[src/design/dcq_pkg.sv]
// Shared types, codes and helper functions for the deduplicating command queue.
// Used by dcq_rec_store and dedup_command_queue_core; depends on nothing else.
package dcq_pkg;

  // Record and task buffer geometry.
  localparam int REC_W           = 128;
  localparam int TASK_BYTES      = 15;
  localparam int TASK_W          = 8 * TASK_BYTES;
  localparam int MAX_ARG_LEN     = 10;
  localparam int DEF_QUEUE_DEPTH = 16;

  // Request function codes.
  localparam logic FUNC_ADD     = 1'b0;
  localparam logic FUNC_SERVICE = 1'b1;

  // Status codes returned with every result.
  typedef enum logic [2:0] {
    STAT_ADDED      = 3'd0,
    STAT_DUPLICATE  = 3'd1,
    STAT_BAD_LENGTH = 3'd2,
    STAT_FULL       = 3'd3,
    STAT_DISPATCHED = 3'd4,
    STAT_RESET      = 3'd5
  } status_e;

  // Key that identifies a record for the duplicate check.
  typedef struct packed {
    logic [23:0] cmd;   // command bytes and argument length (bytes 1..3)
    logic [3:0]  len;   // argument length, already checked to be in range
    logic [15:0] crc;   // the two bytes that follow the arguments
  } dcq_key_t;

  // Task buffer built from one stored record.
  typedef struct packed {
    logic [3:0]        tlen;
    logic [TASK_W-1:0] data;
  } task_buf_t;

  // Picks the two CRC bytes that follow the arguments of a record.
  function automatic logic [15:0] crc_at(input logic [REC_W-1:0] rec, input logic [3:0] len);
    logic [REC_W-1:0] sh;
    sh = rec >> (8 * (int'(len) + 4));
    return sh[15:0];
  endfunction

  // Builds the task buffer: header and command bytes, a zero byte, the length
  // byte and the arguments; everything past the valid length stays zero.
  function automatic task_buf_t build_task(input logic [REC_W-1:0] rec);
    task_buf_t  t;
    logic [3:0] arg_len;
    logic [3:0] total;
    arg_len = (rec[31:24] > 8'(MAX_ARG_LEN)) ? 4'(MAX_ARG_LEN) : rec[27:24];
    total   = arg_len + 4'd4;
    t.data  = '0;
    t.data[23:0] = rec[23:0];
    for (int i = 3; i < TASK_BYTES - 1; i++) begin
      if (4'(i) < total) begin
        t.data[8*(i+1) +: 8] = rec[8*i +: 8];
      end
    end
    t.tlen = total + 4'd1;
    return t;
  endfunction

endpackage

[src/design/dcq_rec_store.sv]
// Record memory of the command queue: one write port, one registered read port,
// and the duplicate compare on the read data. Depends on dcq_pkg.
module dcq_rec_store
  import dcq_pkg::*;
#(
  parameter int QUEUE_DEPTH = DEF_QUEUE_DEPTH,
  localparam int AW = (QUEUE_DEPTH > 1) ? $clog2(QUEUE_DEPTH) : 1
) (
  input  logic             clk_i,
  input  logic             wr_en_i,
  input  logic [AW-1:0]    wr_addr_i,
  input  logic [REC_W-1:0] wr_data_i,
  input  logic             rd_en_i,
  input  logic [AW-1:0]    rd_addr_i,
  input  dcq_key_t         key_i,
  output logic [REC_W-1:0] rd_data_o,
  output logic             match_o
);

  logic [REC_W-1:0] mem_q [QUEUE_DEPTH];
  logic [REC_W-1:0] rd_data_q;

  // Synchronous write port.
  always_ff @(posedge clk_i) begin
    if (wr_en_i) begin
      mem_q[wr_addr_i] <= wr_data_i;
    end
  end

  // Synchronous read port; the read data is registered.
  always_ff @(posedge clk_i) begin
    if (rd_en_i) begin
      rd_data_q <= mem_q[rd_addr_i];
    end
  end

  assign rd_data_o = rd_data_q;

  // The stored record is a duplicate when command bytes, length and CRC agree.
  // Equal length bytes put both CRCs at the same offset.
  assign match_o = (rd_data_q[31:8] == key_i.cmd) &&
                   (crc_at(rd_data_q, key_i.len) == key_i.crc);

endmodule

[src/design/dedup_command_queue_core.sv]
// Command queue with duplicate rejection: top level with the request sequencer.
// Depends on dcq_pkg and dcq_rec_store.
//
// Usage:
//   The input channel takes one request per handshake (in_valid_i high while
//   in_stall_o is low). func_i selects adding the record in entry_hi_i and
//   entry_lo_i, or servicing the queue. Every request gives exactly one result
//   on the output channel, held in a register until out_valid_o is seen with
//   out_stall_i low.
//   An add scans the stored records in turn through the single read port of the
//   record memory, one entry per cycle, stops at the first match, and writes the
//   new record back when none matches. Records with a bad length or a full queue
//   are answered without a scan. A dispatch reads the entry at the read index and
//   clears it; a queue reset answers without touching the memory. One request is
//   in work at a time; the next is accepted in the cycle after the result is
//   loaded into the output stage, even while that result still waits for the
//   receiver.
//   When the receiver stalls, the result holds, and the sequencer waits with
//   the following result until the output stage is free.
//   Reset empties the queue (fill count and read index zero). The memory is not
//   cleared: entries are only read after they were written.
module dedup_command_queue_core
  import dcq_pkg::*;
#(
  parameter int QUEUE_DEPTH = DEF_QUEUE_DEPTH,
  localparam int CW = $clog2(QUEUE_DEPTH + 1),
  localparam int AW = (QUEUE_DEPTH > 1) ? $clog2(QUEUE_DEPTH) : 1
) (
  input  logic          clk_i,
  input  logic          rst_ni,
  // Request channel.
  input  logic          in_valid_i,
  output logic          in_stall_o,
  input  logic          func_i,
  input  logic [63:0]   entry_lo_i,
  input  logic [63:0]   entry_hi_i,
  // Result channel.
  output logic          out_valid_o,
  input  logic          out_stall_i,
  output logic [2:0]    status_o,
  output logic [63:0]   task_lo_o,
  output logic [55:0]   task_hi_o,
  output logic [3:0]    task_len_o,
  output logic [CW-1:0] fill_count_o,
  output logic [CW-1:0] read_index_o
);

  typedef enum logic [1:0] {
    ST_IDLE,
    ST_SCAN,
    ST_DISP,
    ST_RESP
  } state_e;

  state_e            state_q, state_d;
  logic [CW-1:0]     count_q, count_d;
  logic [CW-1:0]     ptr_q, ptr_d;
  logic [CW-1:0]     issue_q, issue_d;
  logic              pend_q, pend_d;
  logic              out_valid_q, out_valid_d;
  status_e           status_q, status_d;
  logic [REC_W-1:0]  rec_q, rec_d;
  dcq_key_t          key_q, key_d;
  logic [TASK_W-1:0] tdata_q, tdata_d;
  logic [3:0]        tlen_q, tlen_d;

  status_e           out_status_q;
  logic [TASK_W-1:0] out_tdata_q;
  logic [3:0]        out_tlen_q;
  logic [CW-1:0]     out_count_q;
  logic [CW-1:0]     out_ptr_q;

  logic              load_out;
  logic              rd_en;
  logic [AW-1:0]     rd_addr;
  logic              wr_en;
  logic [AW-1:0]     wr_addr;
  logic [REC_W-1:0]  wr_data;
  logic [REC_W-1:0]  rd_data;
  logic              match;
  logic              scan_done;
  logic [REC_W-1:0]  in_rec;
  task_buf_t         disp_buf;

  dcq_rec_store #(
    .QUEUE_DEPTH(QUEUE_DEPTH)
  ) u_store (
    .clk_i     (clk_i),
    .wr_en_i   (wr_en),
    .wr_addr_i (wr_addr),
    .wr_data_i (wr_data),
    .rd_en_i   (rd_en),
    .rd_addr_i (rd_addr),
    .key_i     (key_q),
    .rd_data_o (rd_data),
    .match_o   (match)
  );

  assign in_rec   = {entry_hi_i, entry_lo_i};
  assign disp_buf = build_task(rd_data);

  // Sequencer: decode the request, scan or dispatch, then hand off the result.
  always_comb begin
    state_d   = state_q;
    count_d   = count_q;
    ptr_d     = ptr_q;
    issue_d   = issue_q;
    pend_d    = pend_q;
    status_d  = status_q;
    rec_d     = rec_q;
    key_d     = key_q;
    tdata_d   = tdata_q;
    tlen_d    = tlen_q;
    load_out  = 1'b0;
    rd_en     = 1'b0;
    rd_addr   = issue_q[AW-1:0];
    wr_en     = 1'b0;
    wr_addr   = count_q[AW-1:0];
    wr_data   = rec_q;
    scan_done = 1'b0;

    unique case (state_q)
      ST_IDLE: begin
        if (in_valid_i) begin
          rec_d     = in_rec;
          key_d.cmd = in_rec[31:8];
          key_d.len = in_rec[27:24];
          key_d.crc = crc_at(in_rec, in_rec[27:24]);
          tdata_d   = '0;
          tlen_d    = '0;
          issue_d   = '0;
          pend_d    = 1'b0;
          if (func_i == FUNC_SERVICE) begin
            if (ptr_q >= count_q) begin
              ptr_d    = '0;
              count_d  = '0;
              status_d = STAT_RESET;
              state_d  = ST_RESP;
            end else begin
              rd_en   = 1'b1;
              rd_addr = ptr_q[AW-1:0];
              state_d = ST_DISP;
            end
          end else if (in_rec[31:24] > 8'(MAX_ARG_LEN)) begin
            status_d = STAT_BAD_LENGTH;
            state_d  = ST_RESP;
          end else if (count_q >= CW'(QUEUE_DEPTH)) begin
            status_d = STAT_FULL;
            state_d  = ST_RESP;
          end else begin
            state_d = ST_SCAN;
          end
        end
      end

      ST_SCAN: begin
        // One read issued per cycle; the compare sees the entry read last cycle.
        rd_en  = (issue_q < count_q);
        pend_d = rd_en;
        if (rd_en) begin
          issue_d = issue_q + CW'(1);
        end
        if (pend_q && match) begin
          status_d = STAT_DUPLICATE;
          state_d  = ST_RESP;
        end else if (!rd_en) begin
          scan_done = 1'b1;
          wr_en     = 1'b1;
          count_d   = count_q + CW'(1);
          status_d  = STAT_ADDED;
          state_d   = ST_RESP;
        end
      end

      ST_DISP: begin
        // Emit the entry at the read index and clear it in the memory.
        tdata_d  = disp_buf.data;
        tlen_d   = disp_buf.tlen;
        wr_en    = 1'b1;
        wr_addr  = ptr_q[AW-1:0];
        wr_data  = '0;
        ptr_d    = ptr_q + CW'(1);
        status_d = STAT_DISPATCHED;
        state_d  = ST_RESP;
      end

      ST_RESP: begin
        if (!out_valid_q || !out_stall_i) begin
          load_out = 1'b1;
          state_d  = ST_IDLE;
        end
      end

      default: state_d = ST_IDLE;
    endcase

    out_valid_d = load_out || (out_valid_q && out_stall_i);
  end

  // Control state and the output valid flag.
  always_ff @(posedge clk_i or negedge rst_ni) begin
    if (!rst_ni) begin
      state_q     <= ST_IDLE;
      count_q     <= '0;
      ptr_q       <= '0;
      issue_q     <= '0;
      pend_q      <= 1'b0;
      out_valid_q <= 1'b0;
    end else begin
      state_q     <= state_d;
      count_q     <= count_d;
      ptr_q       <= ptr_d;
      issue_q     <= issue_d;
      pend_q      <= pend_d;
      out_valid_q <= out_valid_d;
    end
  end

  // Working payload and the output stage; these need no reset.
  always_ff @(posedge clk_i) begin
    status_q <= status_d;
    rec_q    <= rec_d;
    key_q    <= key_d;
    tdata_q  <= tdata_d;
    tlen_q   <= tlen_d;
    if (load_out) begin
      out_status_q <= status_q;
      out_tdata_q  <= tdata_q;
      out_tlen_q   <= tlen_q;
      out_count_q  <= count_q;
      out_ptr_q    <= ptr_q;
    end
  end

  assign in_stall_o   = (state_q != ST_IDLE);
  assign out_valid_o  = out_valid_q;
  assign status_o     = out_status_q;
  assign task_lo_o    = out_tdata_q[63:0];
  assign task_hi_o    = out_tdata_q[TASK_W-1:64];
  assign task_len_o   = out_tlen_q;
  assign fill_count_o = out_count_q;
  assign read_index_o = out_ptr_q;

  // The fill count never passes the depth and the read index never passes it.
  assert property (@(posedge clk_i) disable iff (!rst_ni)
    (count_q <= CW'(QUEUE_DEPTH)) && (ptr_q <= count_q))
    else $error("queue counters out of range");

  // The single-port sequencing never reads and writes the memory together.
  assert property (@(posedge clk_i) disable iff (!rst_ni) !(wr_en && rd_en))
    else $error("memory read and write in the same cycle");

  // A completed scan without a match stores exactly one more record.
  assert property (@(posedge clk_i) disable iff (!rst_ni)
    scan_done |=> (count_q == $past(count_q) + CW'(1)))
    else $error("add did not advance the fill count");

  // A dispatched result always carries at least the fixed task bytes.
  assert property (@(posedge clk_i) disable iff (!rst_ni)
    (out_valid_o && (status_o == STAT_DISPATCHED)) |-> (task_len_o >= 4'd5))
    else $error("dispatched task buffer too short");

  // A new result is loaded only into a free or draining output stage.
  assert property (@(posedge clk_i) disable iff (!rst_ni)
    load_out |-> (!out_valid_q || !out_stall_i))
    else $error("result overwrote a stalled output");

endmodule
[config.mk]
export PLATFORM = sky130hd
export DESIGN_NAME = dedup_command_queue_core
export DESIGN_NICKNAME = d
export VERILOG_FILES = /design/src/design/dcq_pkg.sv /design/src/design/dcq_rec_store.sv /design/src/design/dedup_command_queue_core.sv
export SDC_FILE = /design/constraint.sdc
export NUM_CORES = 2
export LEC_CHECK = 0
export ABC_AREA = 1
export BUFFER_PORTS_ARGS = -buffer_cell sky130_fd_sc_hd__buf_2
export CAP_MARGIN = 25
export CORE_ASPECT_RATIO = 0.6
export CORE_MARGIN = 2
export CORE_UTILIZATION = 46
export CTS_CLUSTER_DIAMETER = 80
export CTS_CLUSTER_SIZE = 10
export DETAILED_ROUTE_END_ITERATION = 10
export PLACE_DENSITY = 0.7
export SLEW_MARGIN = 20
export SYNTH_ARGS = -nofsm -noshare
export SYNTH_HDL_FRONTEND = slang
export SYNTH_HIERARCHICAL = 1
export SYNTH_SLANG_ARGS = --single-unit
[constraint.sdc]
create_clock -name clk_i -period 25.1 [get_ports clk_i]
set_input_delay 2.51 -clock clk_i [delete_from_list [all_inputs] [get_ports clk_i]]
set_output_delay 2.51 -clock clk_i [all_outputs]
set_load 0.005 [all_outputs]
After elaboration in Yosys (flattened, before gate mapping) --
Memories as Yosys holds them, arrays and structs flattened. A register that Yosys moved wholly into a read port is not among the register bits. Cells that the tools add are included.
Operators by class: magnitude comparators 16, mux-type cells 62, reduce and logical (&&, ||, !) cells 20, equality and inequality tests 15, shifts and indexed selects 2, add/subtract/negate cells 7
Operators by type and width (count):
- case mux 120 bit (2 select lines) | 1
- 2-to-1 mux 128 bit | 1
- >> shifter 128 x 32 -> 16 bit | 1
- >> shifter 128 x 8 -> 16 bit | 1
- 2-to-1 mux 120 bit | 1
- 2-to-1 mux 8 bit | 11
- 2-to-1 mux 5 bit | 7
- case mux 5 bit (2 select lines) | 3
- 2-to-1 mux 4 bit | 7
- equality test 24 bit | 1
- less-than comparator 4 bit (first input constant) | 6
- 2-to-1 mux 3 bit | 7
- equality test 16 bit | 1
- > comparator 8 x 4 -> 1 bit (second input constant) | 2
- less-than comparator 3 x 4 -> 1 bit (first input constant) | 4
- adder 5 x 1 -> 5 bit (second input constant) | 3
- 2-to-1 mux 2 bit | 7
- != test 2 bit (second input constant) | 7
- 2-to-1 mux 1 bit | 11
- adder 4 x 3 -> 5 bit (second input constant) | 2
- case mux 3 bit (3 select lines) | 1
- case mux 2 bit (4 select lines) | 1
- case mux 4 bit (2 select lines) | 1
- != test 3 bit (second input constant) | 2
- 21 further kinds | 33
Word-level totals: word-level logic and storage cells 141, output and inout port bits 139, input bits 133, bits in writable memories 2048, memories kept 1, register bits after elaboration 455
Memories:
- u_store.mem_q | words 16, width 128, read ports 1, clocked after Yosys merged registers in 1, wr ports 1, line dcq_rec_store.sv:20 | logic [REC_W-1:0] mem_q [QUEUE_DEPTH];

Longest topological paths before layout --
depth in word-level cells 9, gate-level depth with buffers 22, mapped depth without buffers 21

Modules after synthesis --
Netlist, hierarchy kept.
Modules (own cells, without submodules):
- dcq_rec_store | instances 1, cells an instance 6248, area each 85077.8 µm², seq. area each 65342.7 µm²
- dedup_command_queue_core | instances 1, cells an instance 1522, area each 17242.8 µm², seq. area each 12246.7 µm²

Least setup slack after synthesis --
OpenSTA, ideal clock, no wires.
path kind input port to flip-flop, start in out_stall_i, end reg out_count_q[0] (netlist: fill_count_o[0]) (enable), setup slack 15.857 ns, arrival time 8.583 ns, path buffers 0, data required time 24.440 ns, library setup time 0.660 ns, cell stages on the path 1, path through a21oi_1
On the way: cells in the longest elaborated chain, start to end 4
RTL lines:
- from (decl) | line dedup_command_queue_core.sv:39 | input logic out_stall_i,
- logical NOT 1 bit | line dedup_command_queue_core.sv:188 | if (!out_valid_q || !out_stall_i) begin
- logical OR 1 bit | line dedup_command_queue_core.sv:188
- 2-to-1 mux 1 bit | line dedup_command_queue_core.sv:188
- 2-to-1 mux 1 bit | line dedup_command_queue_core.sv:122 | unique case (state_q)
- to (signal assigned) | line dedup_command_queue_core.sv:230 | out_count_q <= count_q;
- to (decl) | line dedup_command_queue_core.sv:70 | logic [CW-1:0] out_count_q;
No other way between the ends. A chain may end at the register's enable or synchronous reset.

Worst setup path in the final report --
start in func_i, end reg u_store.rd_data_q[104] (netlist: u_store/rd_data_o[104]) (read register of u_store.mem_q), data pin
On the way: cells in the longest elaborated chain, start to end 3, elaborated cells between the ends (all ways) 6, those cells by class mux: 6
RTL lines:
- from (decl) | line dedup_command_queue_core.sv:34 | input logic func_i,
- 2-to-1 mux 4 bit | line dedup_command_queue_core.sv:133 | if (func_i == FUNC_SERVICE) begin
- 2-to-1 mux 4 bit | line dedup_command_queue_core.sv:124 | if (in_valid_i) begin
- 2-to-1 mux 4 bit | line dedup_command_queue_core.sv:122
- named net rd_addr[0] | line dedup_command_queue_core.sv:75 | logic [AW-1:0] rd_addr;
- to (decl) | line dcq_rec_store.sv:21 | logic [REC_W-1:0] rd_data_q;
The timed path passes the listed nets, and every way through them passes these cells.

==> run summary <==
The maximum single-stage delay on the critical path is 0.88 ns. The synthesized area divided by synthesized cell count is 13.2 µm². The number of different library cells used by synthesis comes to 46. The initial utilization of the core area, before any placement, comes to 0.462.

Of the post-synthesis cell area, the dominant cell type holds 0.754. Summed over all instances, the cell type with the most area after synthesis is sky130_fd_sc_hd__edfxtp_1. The number of hold buffers added after CTS was 0.

The number of storage elements in the synthesis netlist came out at 2,587. Leaving out fill and tap cells, the most frequent cell in the layout is sky130_fd_sc_hd__edfxtp_1. The transition time at the pin with the least slew margin is 1.15 ns. The critical path endpoint category is a flop. The number of buffers and inverters on the critical path came out at 7.

The weighted congestion reported at the end of routability-driven placement came out at 0.927. The library cells used most frequently in the layout, excluding fill and tap cells, are sky130_fd_sc_hd__edfxtp_1, sky130_fd_sc_hd__nor2_1, sky130_fd_sc_hd__o21ai_0, sky130_fd_sc_hd__inv_1, sky130_fd_sc_hd__nand2_1. The number of global-route vias before repair was 62,627. The highest clock rate came out at about 130 MHz.

The number of max-cap violations came out at 0. The critical path's most frequent cell is sky130_fd_sc_hd__buf_4. The share of post-route cells with drive strength above 1 came out at 0.0974. The first global-routing pass estimated 437,000 µm of wire. The detailed-placement wirelength estimate came out at ~170,000 µm. The tightest min-delay check is of the reg2reg type. For this block, the initial DRC count from the detailed router was 11,948. The combined global-route utilization of all metal layers is 0.264. From left edge to right edge, the die measures 613 µm. Gates resized during post-CTS repair numbered 0. The cell area that synthesis handed to floorplanning was 102,000 µm². The sort of element at the start of the critical path is an input port. The leakage component of the power came out at 0.0390 µW. The worst hold slack is 0.412 ns.

CTS saw 2,587 sinks. The leading register cell type out of synthesis is sky130_fd_sc_hd__edfxtp_1. Clock tree synthesis selected as its root buffer the cell sky130_fd_sc_hd__clkbuf_16.

The startpoint-to-endpoint class of the critical path is in2reg. The CTS H-tree depth is 5. In the final routed layout, each cell accounts on average for 27.9 µm. The number of rows created at floorplan is roughly 130. The floorplan die area came out at 226,000 µm². Ranked by total cell area, the synthesized netlist is headed by sky130_fd_sc_hd__edfxtp_1, sky130_fd_sc_hd__o21ai_0, sky130_fd_sc_hd__nor2_1. The number of setup violations in the final report is 0. Compared with the post-synthesis result, the final layout area differs by 11.9%. The final setup skew came out at 0.0652 ns. The number of buffers inserted by port buffering came out at 263. Summed over all failing endpoints, the final setup total negative slack is 0 ns. The sequential area share after synthesis is 0.758. After global routing the overflow that remains totals 0. The routed wire length came out at 307,000 µm. Yosys mapped a number of flops with a built-in enable equal to 2,568.

For the worst setup path, the data required time is 25.75 ns. The highest ir drop seen on vdd came out at 0.0904 mV. The pin count of the biggest net entering global routing came out at 235. After detailed routing, the number of remaining DRC violations is 0.

272 I/O pins were placed. The total via count in the routed design is 67,763. The setup slack after layout is 17.59 ns. The remaining antenna violation count after routing is 0. The critical path's slowest cell is sky130_fd_sc_hd__buf_4.

Traced cell by cell, the critical path runs through buf_2, nand4_1, inv_2, nand2_2, nand2_1, o21ai_4, inv_16, buf_4, buf_4, buf_4, buf_4, o21ai_0, o22ai_1, o21ai_0, o32ai_1. Data arrives at the worst endpoint at between 8 and 9 ns. The cell family contributing the most delay on the critical path is buffers and inverters. Synthesis produced a netlist whose cell count is 7,770.

The worst slew slack as a fraction of its limit is 0.232. The pre-CTS setup slack is roughly 17 ns. Along the worst path, the maximum fanout reaches 212. The number of hold violations in the final report is 0.

In the final design database the tool counted 8,108 nets. The number of search-and-repair iterations in the first detailed-routing pass came out at 9. The number of pins with negative max-slew slack in the final report was 0.

The flow ran to the end, and the final reports show no timing, DRC or antenna violations. At the later pin of the worst-skew pair, clock insertion delay measures 0.87 ns. The chip height is roughly 370 µm. The CTS clock-pin slew for the worst setup and hold paths came out at 0.06 ns. The region available for standard cell placement spans 222,000 µm². The CTS tree is done. The number of antenna violations at the first check in global routing is 15. Dividing the detail-routed via count by the number of cells gives 6.16.

The total of warnings raised by yosys is 6. Post-CTS timing repair inserted 0 buffers for setup. Buffers inserted during clock tree synthesis total 301. The ratio of total power to cell area came out at 113 nW/µm². Setup repair after global routing left no endpoint under its margin. The post-synthesis async set-or-reset flop share came out at 0.00734. The maximum count of clock buffers along a single path is 4. The period utilization came out at 0.299. The post-layout minimum cycle time came out at 7.51 ns.
state kept, by name (all words and copies together), names as in the netlist:
| name | flops |
|---|---|
| read_index_o | 5 |
| ptr_q | 5 |
| pend_q | 1 |
| state_q | 2 |
| tlen_q | 4 |
| issue_q | 5 |
| key_q | 16 |
| rec_q | 128 |
| u_store/mem_q | 2048 |
| task_len_o | 4 |
| fill_count_o | 5 |
| u_store/rd_data_o | 128 |
| out_tdata_q | 112 |
| tdata_q | 112 |
| status_o | 3 |
| out_valid_o | 1 |
| status_q | 3 |
| count_q | 5 |
worst reg2reg max path: cells and delay by family (launching register included):
family,cells,cell delay [ns]
compound gates,1,0.30
flops,1,0.58
buf+inv,6,3.38
simple gates,13,2.81
routing by layer:
metal | global-route usage | routed length [µm]
met3 | 0.0791 | 46100
met5 | 0 | 32
met1 | 0.380 | 118000
met4 | 0.105 | 12900
met2 | 0.375 | 130000
final timing paths:
kind | startpoint | end | slack, ns | depth (start not counted)
max in group asynchronous | rst_ni | count_q[2]$_DFFE_PN0P_ | 23.11 | 1
max reg2reg | rec_q[27]$_DFFE_PP_ | u_store/mem_q[10][86]$_DFFE_PP_ | 17.60 | 20
min reg2reg | status_q[0]$_DFFE_PP_ | status_o[0]$_DFFE_PP_ | 0.41 | 0
min in group asynchronous | rst_ni | pend_q$_DFFE_PN0P_ | 1.64 | 1
min | status_q[0]$_DFFE_PP_ | status_o[0]$_DFFE_PP_ | 0.41 | 0
max | func_i | u_store/rd_data_o[104]$_DFFE_PP_ | 17.59 | 15
power by group:
group	leakage (µW)	switching [µW]	internal (µW)
clock network	0.00390	1600	2170
logic	0.0114	2340	767
registers	0.0237	276	5810
logic make-up after synthesis:
group / count (synthesis) / synth area share
flip-flops: 2587 / 0.758
AND/OR/NAND/NOR: 2096 / 0.0806
AO/OA/AOI/OAI: 2095 / 0.117
buffers and inverters: 940 / 0.0383
adder cells (fa/ha/maj): 24 / 0.00293
XOR/XNOR: 18 / 0.00154
multiplexers: 9 / 0.000880
other: 1 / 0.0000366
synthesized netlist by cell type (4+ instances only):
library cell and n:
sky130_fd_sc_hd__inv_2 15, sky130_fd_sc_hd__nor3_1 5, sky130_fd_sc_hd__mux2i_1 9, sky130_fd_sc_hd__nand2_2 4
sky130_fd_sc_hd__buf_4 28, sky130_fd_sc_hd__xnor2_1 8, sky130_fd_sc_hd__o22ai_1 384, sky130_fd_sc_hd__dfrtp_1 19
sky130_fd_sc_hd__xor2_1 10, sky130_fd_sc_hd__o32ai_1 6, sky130_fd_sc_hd__edfxtp_1 2568, sky130_fd_sc_hd__o21ai_1 138
sky130_fd_sc_hd__nor2_1 1456, sky130_fd_sc_hd__o221ai_1 190, sky130_fd_sc_hd__buf_1 15, sky130_fd_sc_hd__buf_6 12
sky130_fd_sc_hd__nand4_1 20, sky130_fd_sc_hd__o21ai_0 1183, sky130_fd_sc_hd__nand2_1 405, sky130_fd_sc_hd__o211ai_1 99
sky130_fd_sc_hd__ha_1 24, sky130_fd_sc_hd__buf_2 154, sky130_fd_sc_hd__inv_1 407, sky130_fd_sc_hd__a21oi_1 83
sky130_fd_sc_hd__clkbuf_1 306, sky130_fd_sc_hd__nand3b_1 7, sky130_fd_sc_hd__nand3_1 187
final cells by class:
cell class	instances	area, µm²
antenna	8	20.0
tap	2992	3740
fill	18079	107000
multi-input combinational	4250	21100
sequential	2587	77600
clock buffer	330	7790
timing repair buffer	387	2460
inverter	424	1640
clock inverter	16	148
through the flow:
stage	area, µm²	utilization	std cells	power, µW
6_report	114000	0.516	10994	13000
5_1_grt	114000	0.516	10992	13400
4_1_cts	114000	0.515	10966	12900
3_5_place_dp	106000	0.479	10620	9140
3_3_place_gp	106000	0.479	10618	9040
2_1_floorplan	102000	-	7777	7990
No activity file was read; power rests on OpenSTA's default activity.
